==> src/rtl/cpts_pkg.sv <==
// Shared constants, command codes and control/status structs for the cue point table search.
// Has no dependencies. The rtl/cpts_* modules other than cpts_ram import it.
package cpts_pkg;

  localparam int TABLE_DEPTH_DEF = 64;

  localparam int CMD_W   = 3;
  localparam int TIME_W  = 32;
  localparam int TAG_W   = 16;
  localparam int FILT_W  = 2;
  localparam int COUNT_W = 7;
  localparam int ENTRY_W = TIME_W + 1 + TAG_W;

  localparam logic [CMD_W-1:0] CMD_INSERT  = 3'd0;
  localparam logic [CMD_W-1:0] CMD_CLEAR   = 3'd1;
  localparam logic [CMD_W-1:0] CMD_NEAREST = 3'd2;
  localparam logic [CMD_W-1:0] CMD_NEXT    = 3'd3;
  localparam logic [CMD_W-1:0] CMD_PREV    = 3'd4;
  localparam logic [CMD_W-1:0] CMD_UPDATE  = 3'd5;

  localparam logic [FILT_W-1:0] FILT_START = 2'd1;
  localparam logic [FILT_W-1:0] FILT_STOP  = 2'd2;

  typedef struct packed {
    logic load;
    logic issue;
    logic shift;
    logic put;
    logic finish;
  } ctrl_t;

  typedef struct packed {
    logic [CMD_W-1:0] cmd;
    logic             full;
  } stat_t;

endpackage

==> src/rtl/cue_point_table_search.sv <==
// Cue point table search: a table of up to TABLE_DEPTH timeline cue points (time, type, id)
// kept in one single-port-read RAM, with sorted insert, clear, nearest/next/previous search
// and update-by-id. One command is in flight at a time, and a finished result waits in the
// output register while the next command is taken. Entries are read one per cycle from the
// RAM: a search or update scans every valid entry, an insert scans for the slot and then
// shifts the tail one entry per cycle, and clear, a refused insert or an unused code skip
// the scan. Depends on cpts_pkg, cpts_ctrl, cpts_dpath and cpts_ram.
module cue_point_table_search #(
  parameter int TABLE_DEPTH = cpts_pkg::TABLE_DEPTH_DEF
) (
  input  logic                         clk,
  input  logic                         rst,
  input  logic                         in_valid,
  output logic                         in_stall,
  input  logic [cpts_pkg::CMD_W-1:0]   command,
  input  logic [cpts_pkg::TIME_W-1:0]  time_ms,
  input  logic                         point_kind,
  input  logic [cpts_pkg::TAG_W-1:0]   point_tag,
  input  logic [cpts_pkg::FILT_W-1:0]  kind_filter,
  output logic                         out_valid,
  input  logic                         out_stall,
  output logic                         found,
  output logic [cpts_pkg::TIME_W-1:0]  hit_time,
  output logic                         hit_kind,
  output logic [cpts_pkg::TAG_W-1:0]   hit_tag,
  output logic                         table_full,
  output logic [cpts_pkg::COUNT_W-1:0] entry_count
);
  import cpts_pkg::*;

  localparam int AW = $clog2(TABLE_DEPTH);
  localparam int CW = $clog2(TABLE_DEPTH + 1);

  ctrl_t         ctrl;
  stat_t         stat;
  logic [CW-1:0] count;
  logic [AW-1:0] pos;
  logic [AW-1:0] rd_addr;

  cpts_ctrl #(.TABLE_DEPTH(TABLE_DEPTH)) u_ctrl (
    .clk       (clk),
    .rst       (rst),
    .in_valid  (in_valid),
    .in_stall  (in_stall),
    .out_valid (out_valid),
    .out_stall (out_stall),
    .stat      (stat),
    .count     (count),
    .pos       (pos),
    .ctrl      (ctrl),
    .rd_addr   (rd_addr)
  );

  cpts_dpath #(.TABLE_DEPTH(TABLE_DEPTH)) u_dpath (
    .clk         (clk),
    .rst         (rst),
    .ctrl        (ctrl),
    .rd_addr     (rd_addr),
    .stat        (stat),
    .count       (count),
    .pos         (pos),
    .command     (command),
    .time_ms     (time_ms),
    .point_kind  (point_kind),
    .point_tag   (point_tag),
    .kind_filter (kind_filter),
    .found       (found),
    .hit_time    (hit_time),
    .hit_kind    (hit_kind),
    .hit_tag     (hit_tag),
    .table_full  (table_full),
    .entry_count (entry_count)
  );

  a_count_bound: assert property (@(posedge clk) disable iff (rst)
    count <= CW'(TABLE_DEPTH))
    else $error("entry count above table depth");

  a_busy_after_accept: assert property (@(posedge clk) disable iff (rst)
    in_valid && !in_stall |=> in_stall)
    else $error("second transaction taken while a command is in flight");

  a_read_in_range: assert property (@(posedge clk) disable iff (rst)
    ctrl.issue |-> CW'(rd_addr) < count)
    else $error("table read beyond valid entries");

  a_full_no_hit: assert property (@(posedge clk) disable iff (rst)
    out_valid && table_full |-> !found && hit_tag == '0)
    else $error("refused insert reports a hit");

endmodule

==> src/rtl/cpts_ram.sv <==
// Generic single write port, single read port RAM with registered read data.
// No dependencies.
module cpts_ram #(
  parameter int WIDTH = 8,
  parameter int DEPTH = 64
) (
  input  logic                     clk,
  input  logic                     we,
  input  logic [$clog2(DEPTH)-1:0] waddr,
  input  logic [WIDTH-1:0]         wdata,
  input  logic                     re,
  input  logic [$clog2(DEPTH)-1:0] raddr,
  output logic [WIDTH-1:0]         rdata
);

  logic [WIDTH-1:0] mem [DEPTH];

  always_ff @(posedge clk) begin
    if (we) begin
      mem[waddr] <= wdata;
    end
    if (re) begin
      rdata <= mem[raddr];
    end
  end

endmodule

==> src/rtl/cpts_ctrl.sv <==
// Command sequencer: scan, shift and write-back phases, plus the handshake control.
// Depends on cpts_pkg.
module cpts_ctrl #(
  parameter int TABLE_DEPTH = cpts_pkg::TABLE_DEPTH_DEF
) (
  input  logic                             clk,
  input  logic                             rst,
  input  logic                             in_valid,
  output logic                             in_stall,
  output logic                             out_valid,
  input  logic                             out_stall,
  input  cpts_pkg::stat_t                  stat,
  input  logic [$clog2(TABLE_DEPTH+1)-1:0] count,
  input  logic [$clog2(TABLE_DEPTH)-1:0]   pos,
  output cpts_pkg::ctrl_t                  ctrl,
  output logic [$clog2(TABLE_DEPTH)-1:0]   rd_addr
);
  import cpts_pkg::*;

  localparam int AW = $clog2(TABLE_DEPTH);
  localparam int CW = $clog2(TABLE_DEPTH + 1);

  typedef enum logic [2:0] {
    S_IDLE, S_START, S_SCAN, S_SWAIT, S_SHIFT, S_HWAIT, S_PUT, S_FINISH
  } state_t;

  state_t        state;
  logic [CW-1:0] c;
  logic [CW-1:0] c_dec;
  logic          scan_cmd;
  logic          out_free;

  assign c_dec    = c - CW'(1);
  assign out_free = !out_valid || !out_stall;
  assign scan_cmd = (stat.cmd == CMD_INSERT && !stat.full) || stat.cmd == CMD_NEAREST ||
                    stat.cmd == CMD_NEXT || stat.cmd == CMD_PREV || stat.cmd == CMD_UPDATE;

  always_ff @(posedge clk) begin
    if (rst) begin
      state     <= S_IDLE;
      out_valid <= 1'b0;
      c         <= '0;
    end else begin
      if (state == S_FINISH && out_free) begin
        out_valid <= 1'b1;
      end else if (!out_stall) begin
        out_valid <= 1'b0;
      end
      case (state)
        S_IDLE: begin
          if (in_valid) state <= S_START;
        end
        S_START: begin
          c     <= '0;
          state <= scan_cmd ? S_SCAN : S_FINISH;
        end
        S_SCAN: begin
          if (c < count) c <= c + CW'(1);
          else state <= S_SWAIT;
        end
        S_SWAIT: begin
          c     <= count;
          state <= (stat.cmd == CMD_INSERT) ? S_SHIFT : S_FINISH;
        end
        S_SHIFT: begin
          if (c > CW'(pos)) c <= c_dec;
          else state <= S_HWAIT;
        end
        S_HWAIT: state <= S_PUT;
        S_PUT:   state <= S_FINISH;
        S_FINISH: begin
          if (out_free) state <= S_IDLE;
        end
        default: state <= S_IDLE;
      endcase
    end
  end

  assign in_stall    = (state != S_IDLE);
  assign ctrl.load   = in_valid && (state == S_IDLE);
  assign ctrl.issue  = (state == S_SCAN && c < count) || (state == S_SHIFT && c > CW'(pos));
  assign ctrl.shift  = (state == S_SHIFT);
  assign ctrl.put    = (state == S_PUT);
  assign ctrl.finish = (state == S_FINISH) && out_free;
  assign rd_addr     = (state == S_SHIFT) ? c_dec[AW-1:0] : c[AW-1:0];

endmodule

==> src/rtl/cpts_dpath.sv <==
// Datapath: entry RAM, command latch, scan evaluation, shift/insert/update writes, result registers.
// Depends on cpts_pkg and cpts_ram.
module cpts_dpath #(
  parameter int TABLE_DEPTH = cpts_pkg::TABLE_DEPTH_DEF
) (
  input  logic                             clk,
  input  logic                             rst,
  input  cpts_pkg::ctrl_t                  ctrl,
  input  logic [$clog2(TABLE_DEPTH)-1:0]   rd_addr,
  output cpts_pkg::stat_t                  stat,
  output logic [$clog2(TABLE_DEPTH+1)-1:0] count,
  output logic [$clog2(TABLE_DEPTH)-1:0]   pos,
  input  logic [cpts_pkg::CMD_W-1:0]       command,
  input  logic [cpts_pkg::TIME_W-1:0]      time_ms,
  input  logic                             point_kind,
  input  logic [cpts_pkg::TAG_W-1:0]       point_tag,
  input  logic [cpts_pkg::FILT_W-1:0]      kind_filter,
  output logic                             found,
  output logic [cpts_pkg::TIME_W-1:0]      hit_time,
  output logic                             hit_kind,
  output logic [cpts_pkg::TAG_W-1:0]       hit_tag,
  output logic                             table_full,
  output logic [cpts_pkg::COUNT_W-1:0]     entry_count
);
  import cpts_pkg::*;

  localparam int AW = $clog2(TABLE_DEPTH);
  localparam int CW = $clog2(TABLE_DEPTH + 1);

  logic [CMD_W-1:0]   cmd_q;
  logic [TIME_W-1:0]  t_q;
  logic               kind_q;
  logic [TAG_W-1:0]   tag_q;
  logic [FILT_W-1:0]  filt_q;
  logic               full_q;

  logic               p_valid;
  logic               p_shift;
  logic [AW-1:0]      p_idx;

  logic               hit;
  logic [TIME_W-1:0]  best_time;
  logic               best_kind;
  logic [TAG_W-1:0]   best_tag;
  logic [TIME_W-1:0]  best_d;

  logic [ENTRY_W-1:0] rd_data;
  logic [TIME_W-1:0]  e_time;
  logic               e_kind;
  logic [TAG_W-1:0]   e_tag;
  logic [TIME_W-1:0]  d;
  logic               kind_ok;
  logic               take;

  logic               we;
  logic [AW-1:0]      waddr;
  logic [ENTRY_W-1:0] wdata;

  logic               search;

  cpts_ram #(.WIDTH(ENTRY_W), .DEPTH(TABLE_DEPTH)) u_ram (
    .clk   (clk),
    .we    (we),
    .waddr (waddr),
    .wdata (wdata),
    .re    (ctrl.issue),
    .raddr (rd_addr),
    .rdata (rd_data)
  );

  assign e_time = rd_data[ENTRY_W-1 -: TIME_W];
  assign e_kind = rd_data[TAG_W];
  assign e_tag  = rd_data[TAG_W-1:0];
  assign d      = (e_time >= t_q) ? (e_time - t_q) : (t_q - e_time);

  always_comb begin
    case (filt_q)
      FILT_START: kind_ok = e_kind;
      FILT_STOP:  kind_ok = !e_kind;
      default:    kind_ok = 1'b1;
    endcase
  end

  always_comb begin
    take = 1'b0;
    if (p_valid && !p_shift) begin
      case (cmd_q)
        CMD_NEAREST: take = !hit || (d < best_d);
        CMD_NEXT:    take = !hit && (e_time > t_q) && kind_ok;
        CMD_PREV:    take = (e_time < t_q);
        default:     take = 1'b0;
      endcase
    end
  end

  always_comb begin
    we    = 1'b0;
    waddr = p_idx;
    wdata = {t_q, kind_q, e_tag};
    if (ctrl.put) begin
      we    = 1'b1;
      waddr = pos;
      wdata = {t_q, kind_q, tag_q};
    end else if (p_valid && p_shift) begin
      we    = 1'b1;
      waddr = p_idx + AW'(1);
      wdata = rd_data;
    end else if (p_valid && cmd_q == CMD_UPDATE && e_tag == tag_q) begin
      we    = 1'b1;
    end
  end

  assign search = (cmd_q == CMD_NEAREST) || (cmd_q == CMD_NEXT) || (cmd_q == CMD_PREV);

  always_ff @(posedge clk) begin
    if (rst) begin
      count   <= '0;
      p_valid <= 1'b0;
      hit     <= 1'b0;
      cmd_q   <= CMD_CLEAR;
      full_q  <= 1'b0;
    end else begin
      p_valid <= ctrl.issue;
      if (ctrl.load) begin
        cmd_q  <= command;
        full_q <= (command == CMD_INSERT) && (count == CW'(TABLE_DEPTH));
        hit    <= 1'b0;
        if (command == CMD_CLEAR) count <= '0;
      end else begin
        if (ctrl.put) count <= count + CW'(1);
        if (take) hit <= 1'b1;
        if (p_valid && !p_shift && cmd_q == CMD_UPDATE && e_tag == tag_q) hit <= 1'b1;
        if (p_valid && !p_shift && cmd_q == CMD_INSERT && !hit && e_time > t_q) hit <= 1'b1;
      end
    end
  end

  always_ff @(posedge clk) begin
    p_shift <= ctrl.shift;
    p_idx   <= rd_addr;
    if (ctrl.load) begin
      t_q    <= time_ms;
      kind_q <= point_kind;
      tag_q  <= point_tag;
      filt_q <= kind_filter;
      pos    <= count[AW-1:0];
    end
    if (p_valid && !p_shift && cmd_q == CMD_INSERT && !hit && e_time > t_q) begin
      pos <= p_idx;
    end
    if (take) begin
      best_time <= e_time;
      best_kind <= e_kind;
      best_tag  <= e_tag;
      best_d    <= d;
    end
    if (ctrl.finish) begin
      found       <= hit && (search || cmd_q == CMD_UPDATE);
      hit_time    <= (search && hit) ? best_time :
                     (cmd_q == CMD_NEAREST) ? t_q : '0;
      hit_kind    <= search && hit && best_kind;
      hit_tag     <= (search && hit) ? best_tag : '0;
      table_full  <= full_q;
      entry_count <= COUNT_W'(count);
    end
  end

  assign stat.cmd  = cmd_q;
  assign stat.full = full_q;

endmodule
==> config.mk <==
export PLATFORM = sky130hd
export DESIGN_NAME = cue_point_table_search
export DESIGN_NICKNAME = d
export VERILOG_FILES = /design/src/rtl/cpts_pkg.sv /design/src/rtl/cue_point_table_search.sv /design/src/rtl/cpts_ram.sv /design/src/rtl/cpts_ctrl.sv /design/src/rtl/cpts_dpath.sv
export SDC_FILE = /design/constraint.sdc
export NUM_CORES = 2
export LEC_CHECK = 0
export BUFFER_PORTS_ARGS = -buffer_cell sky130_fd_sc_hd__buf_2
export CAP_MARGIN = 20
export CORE_AREA = 2 2 740 742
export CTS_CLUSTER_DIAMETER = 150
export CTS_CLUSTER_SIZE = 40
export DETAILED_ROUTE_END_ITERATION = 10
export DIE_AREA = 0 0 742 744
export PLACE_DENSITY_LB_ADDON = 0.3
export SLEW_MARGIN = 10
export SYNTH_ARGS = -nofsm -noshare
export SYNTH_HDL_FRONTEND = slang
export SYNTH_SLANG_ARGS = --single-unit
==> constraint.sdc <==
create_clock -name clk -period 21.4 [get_ports clk]
set_clock_uncertainty 0.15 [all_clocks]
set_input_delay 3.21 -clock clk [delete_from_list [all_inputs] [get_ports clk]]
set_output_delay 3.21 -clock clk [all_outputs]
set_load 0.02 [all_outputs]
==> flow_summary.ini <==
[critical_path]
end_kind = flop
critical-path-slowest-cell = buf_4
cp.required_ns = 21.82
crit_start = u_ctrl.state[0]$_SDFFE_PP0P_
reg2reg_to = u_dpath.u_ram.rdata[11]$_DFFE_PP_
worstSetupStartpointType = flop
cp.arrival_ns = 8.30
path_class = flop to flop
crit_chain = or3b_1, inv_2, ha_4, buf_4, buf_12, buf_4, buf_4, buf_4, mux4_2, nand2_1, and3_1, a311oi_1, a311oi_1, a21oi_1
worstPathMaxFanout = 68
r2r_slack_ns = 13.52
critPathCapture = u_dpath.u_ram.rdata[11]$_DFFE_PP_
critPathMostFrequentCell = buf_4
cp_slowest_stage_delay_ns = 0.88
reg2reg_depth = 14
reg2reg_from = u_ctrl.state[0]$_SDFFE_PP0P_

[placed_design]
hpwl_mm = 221
gp_congestion = 0.791
portBuffers = 117

[timing]
tightest_slew_ns = 1.34
slew_headroom = 0.0991
max_freq_mhz = 127
hold_viol_final = 0
post-route-min-period_ns = 7.88
setup_violations = 0
grt_setup_unrepaired = no
fin_crit_sh = 0.368
fin_tns_setup_ns = 0
maxSlewViolCount = 0

[status]
status = finished, final reports clean

[power]
vdd.ir_drop.worst_uv = 131
p_leak_nw = 45.4
power_mw = 17.8
powerDensity_nw_per_um2 = 120

[floorplan]
rows = 271
num_io_pins = 118
die_w_um = 742
die-area_um2 = 552000
die_h_um = 744
start_util = 0.249
core-area_um2 = 544000

[synthesis]
synthTopCellsByArea = edfxtp_1 75%, mux4_2 13%, nand2_1 2.7%
yosys_warnings = 0
synth_area_um2 = 135000
yosysSeqAreaShare = 0.754
synth_top_area_cell = edfxtp_1
syn-mean-instance-area_um2 = 19.0
synth_edf_count = 3381
syn_nets = 7288
postSynthCellCount = 7114
synth_async_sr_flop_share = 0
synth.top_cell.area_share = 0.750
ys_seq_elements = 3412
ys_types = 77
synth_ff_type = edfxtp_1

[drt]
drt_iter0_drc = 9372
vias_per_cell = 4.84
drt_first_pass_iters = 6
vias = 69816
wl_met1_mm = 178
drc = 0
wl_met2_mm = 189
top_layer = met5
antenna_left = 0
wl_per_cell_um = 27.8
routed_wl_mm = 401
wl_met3_mm = 28.0

[cts]
h-tree-depth = 3
root_buffer = clkbuf_16
post_cts_buffers = 0
ctsResizeCount = 0
cts_tree = done
clock-sinks = 3412
cts_made_buffers = 95
clk_pin_slew_ns = 0.15
clock_latency_ns = 0.85
hold_buffers = 0
clockBufferDepth = 3

[cells_and_area]
synthToLayoutAreaGrowth_pct = 9.97
finalNetCount = 7350
final_cell_mix = 3381 x edfxtp_1, 969 x nand2_1, 784 x mux4_2
final_common_cell = edfxtp_1
drive_above_1_share = 0.195

[global_route]
grt_pass1_vias = 69712
grt_max_degree = 100
grt_antenna_before_repair = 36
grt_overflow = 0
grt.total_usage = 0.141
grt_pass1_wl_mm = 555

[flow_run]
cap_violations = 0

[worst_hold_path]
hold_class = flop to flop
## cells in the mapped netlist (18+ instances only)
cell,n
clkbuf_1,160
nor2_1,149
mux2_2,24
a21oi_1,152
edfxtp_1,3381
ha_1,114
nand4_1,24
xor2_1,18
a21o_1,43
buf_1,53
nand3_1,220
nor3_1,20
buf_4,26
and2_1,22
a31oi_1,60
mux4_2,784
o21ai_0,122
dfxtp_1,31
xnor2_1,43
a311oi_1,148
nand2_1,970
and3_1,104
inv_1,133
buf_2,146
## routing by layer
metal	up-vias	GRT usage
met1	38690	0.203
li1	28389	-
met3	278	0.0211
met4	14	0.0201
met2	2445	0.229
met5	-	0.00268
## worst max-delay path, delay by kind of cell (launching register included)
kind,cells,cell delay [ns]
multiplexers,1,0.61
AND/OR/NAND/NOR,3,0.67
buffers and inverters,6,3.84
AO/OA/AOI/OAI,3,0.46
adder cells (fa/ha/maj),1,0.80
flip-flops,1,0.83
## worst min-delay path by stage
stage               depth (start not counted)                           from  slack [ns]                               end
finish                                      0  u_dpath.count[6]$_SDFFE_PP0P_        0.35  u_dpath.entry_count[6]$_DFFE_PP_
detailed placement                          0  u_dpath.count[6]$_SDFFE_PP0P_        0.32  u_dpath.entry_count[6]$_DFFE_PP_
floorplan                                   0  u_dpath.count[3]$_SDFFE_PP0P_        0.26  u_dpath.entry_count[3]$_DFFE_PP_
global placement                            0  u_dpath.count[6]$_SDFFE_PP0P_        0.31  u_dpath.entry_count[6]$_DFFE_PP_
CTS                                         0  u_dpath.count[6]$_SDFFE_PP0P_        0.35  u_dpath.entry_count[6]$_DFFE_PP_
global route                                0  u_dpath.count[6]$_SDFFE_PP0P_        0.37  u_dpath.entry_count[6]$_DFFE_PP_
## cells by family after synthesis
logic type	after synthesis	synth area share
and+or+nand+nor	1560	0.0496
xor gates and xnor gates	64	0.00439
AOI/OAI and AO/OA	609	0.0302
adders and majority gates	116	0.0108
DFF	3412	0.754
buffers and inverters	534	0.0176
muxes	819	0.133
## power by group
| group | internal (mW) | total, mW | switching, mW |
|---|---|---|---|
| Clock | 0.840 | 2.77 | 1.93 |
| Combinational | 2.93 | 7.12 | 4.19 |
| Sequential | 7.84 | 7.94 | 0.0998 |
## stage by stage
stage	cells	hold WS (ns)	instance area, um^2	util	setup WS, ns
finish	14429	0.349	149000	0.274	13.52
floorplan	7114	0.256	135000	-	12.74
global placement	14296	0.311	146000	0.269	13.41
detailed placement	14296	0.318	146000	0.269	13.35
CTS	14407	0.354	149000	0.273	13.34
global route	14426	0.374	149000	0.274	12.75
## layout make-up
cell class	count	area (um^2)
flip-flops and latches	3412	102000
well taps	7234	9050
clock buffers	104	2450
repair buffers	364	2750
diodes	5	12.5
inverters	135	528
multi-input cells	3168	31900
clock inverters	7	119
fillers	53877	395000
## flip-flops by register name, indices dropped and copies added (netlist names), 7 cells and up
signal               count
u_dpath.count            7
u_dpath.tag_q           16
u_ctrl.c                 7
u_dpath.hit_tag         16
u_dpath.u_ram.rdata     49
u_dpath.best_d          32
u_dpath.hit_time        32
u_dpath.best_tag        16
u_dpath.best_time       32
u_dpath.t_q             32
u_dpath.entry_count      7
u_dpath.u_ram.mem     3136
Note: power is estimated with default switching activity, not from simulation.
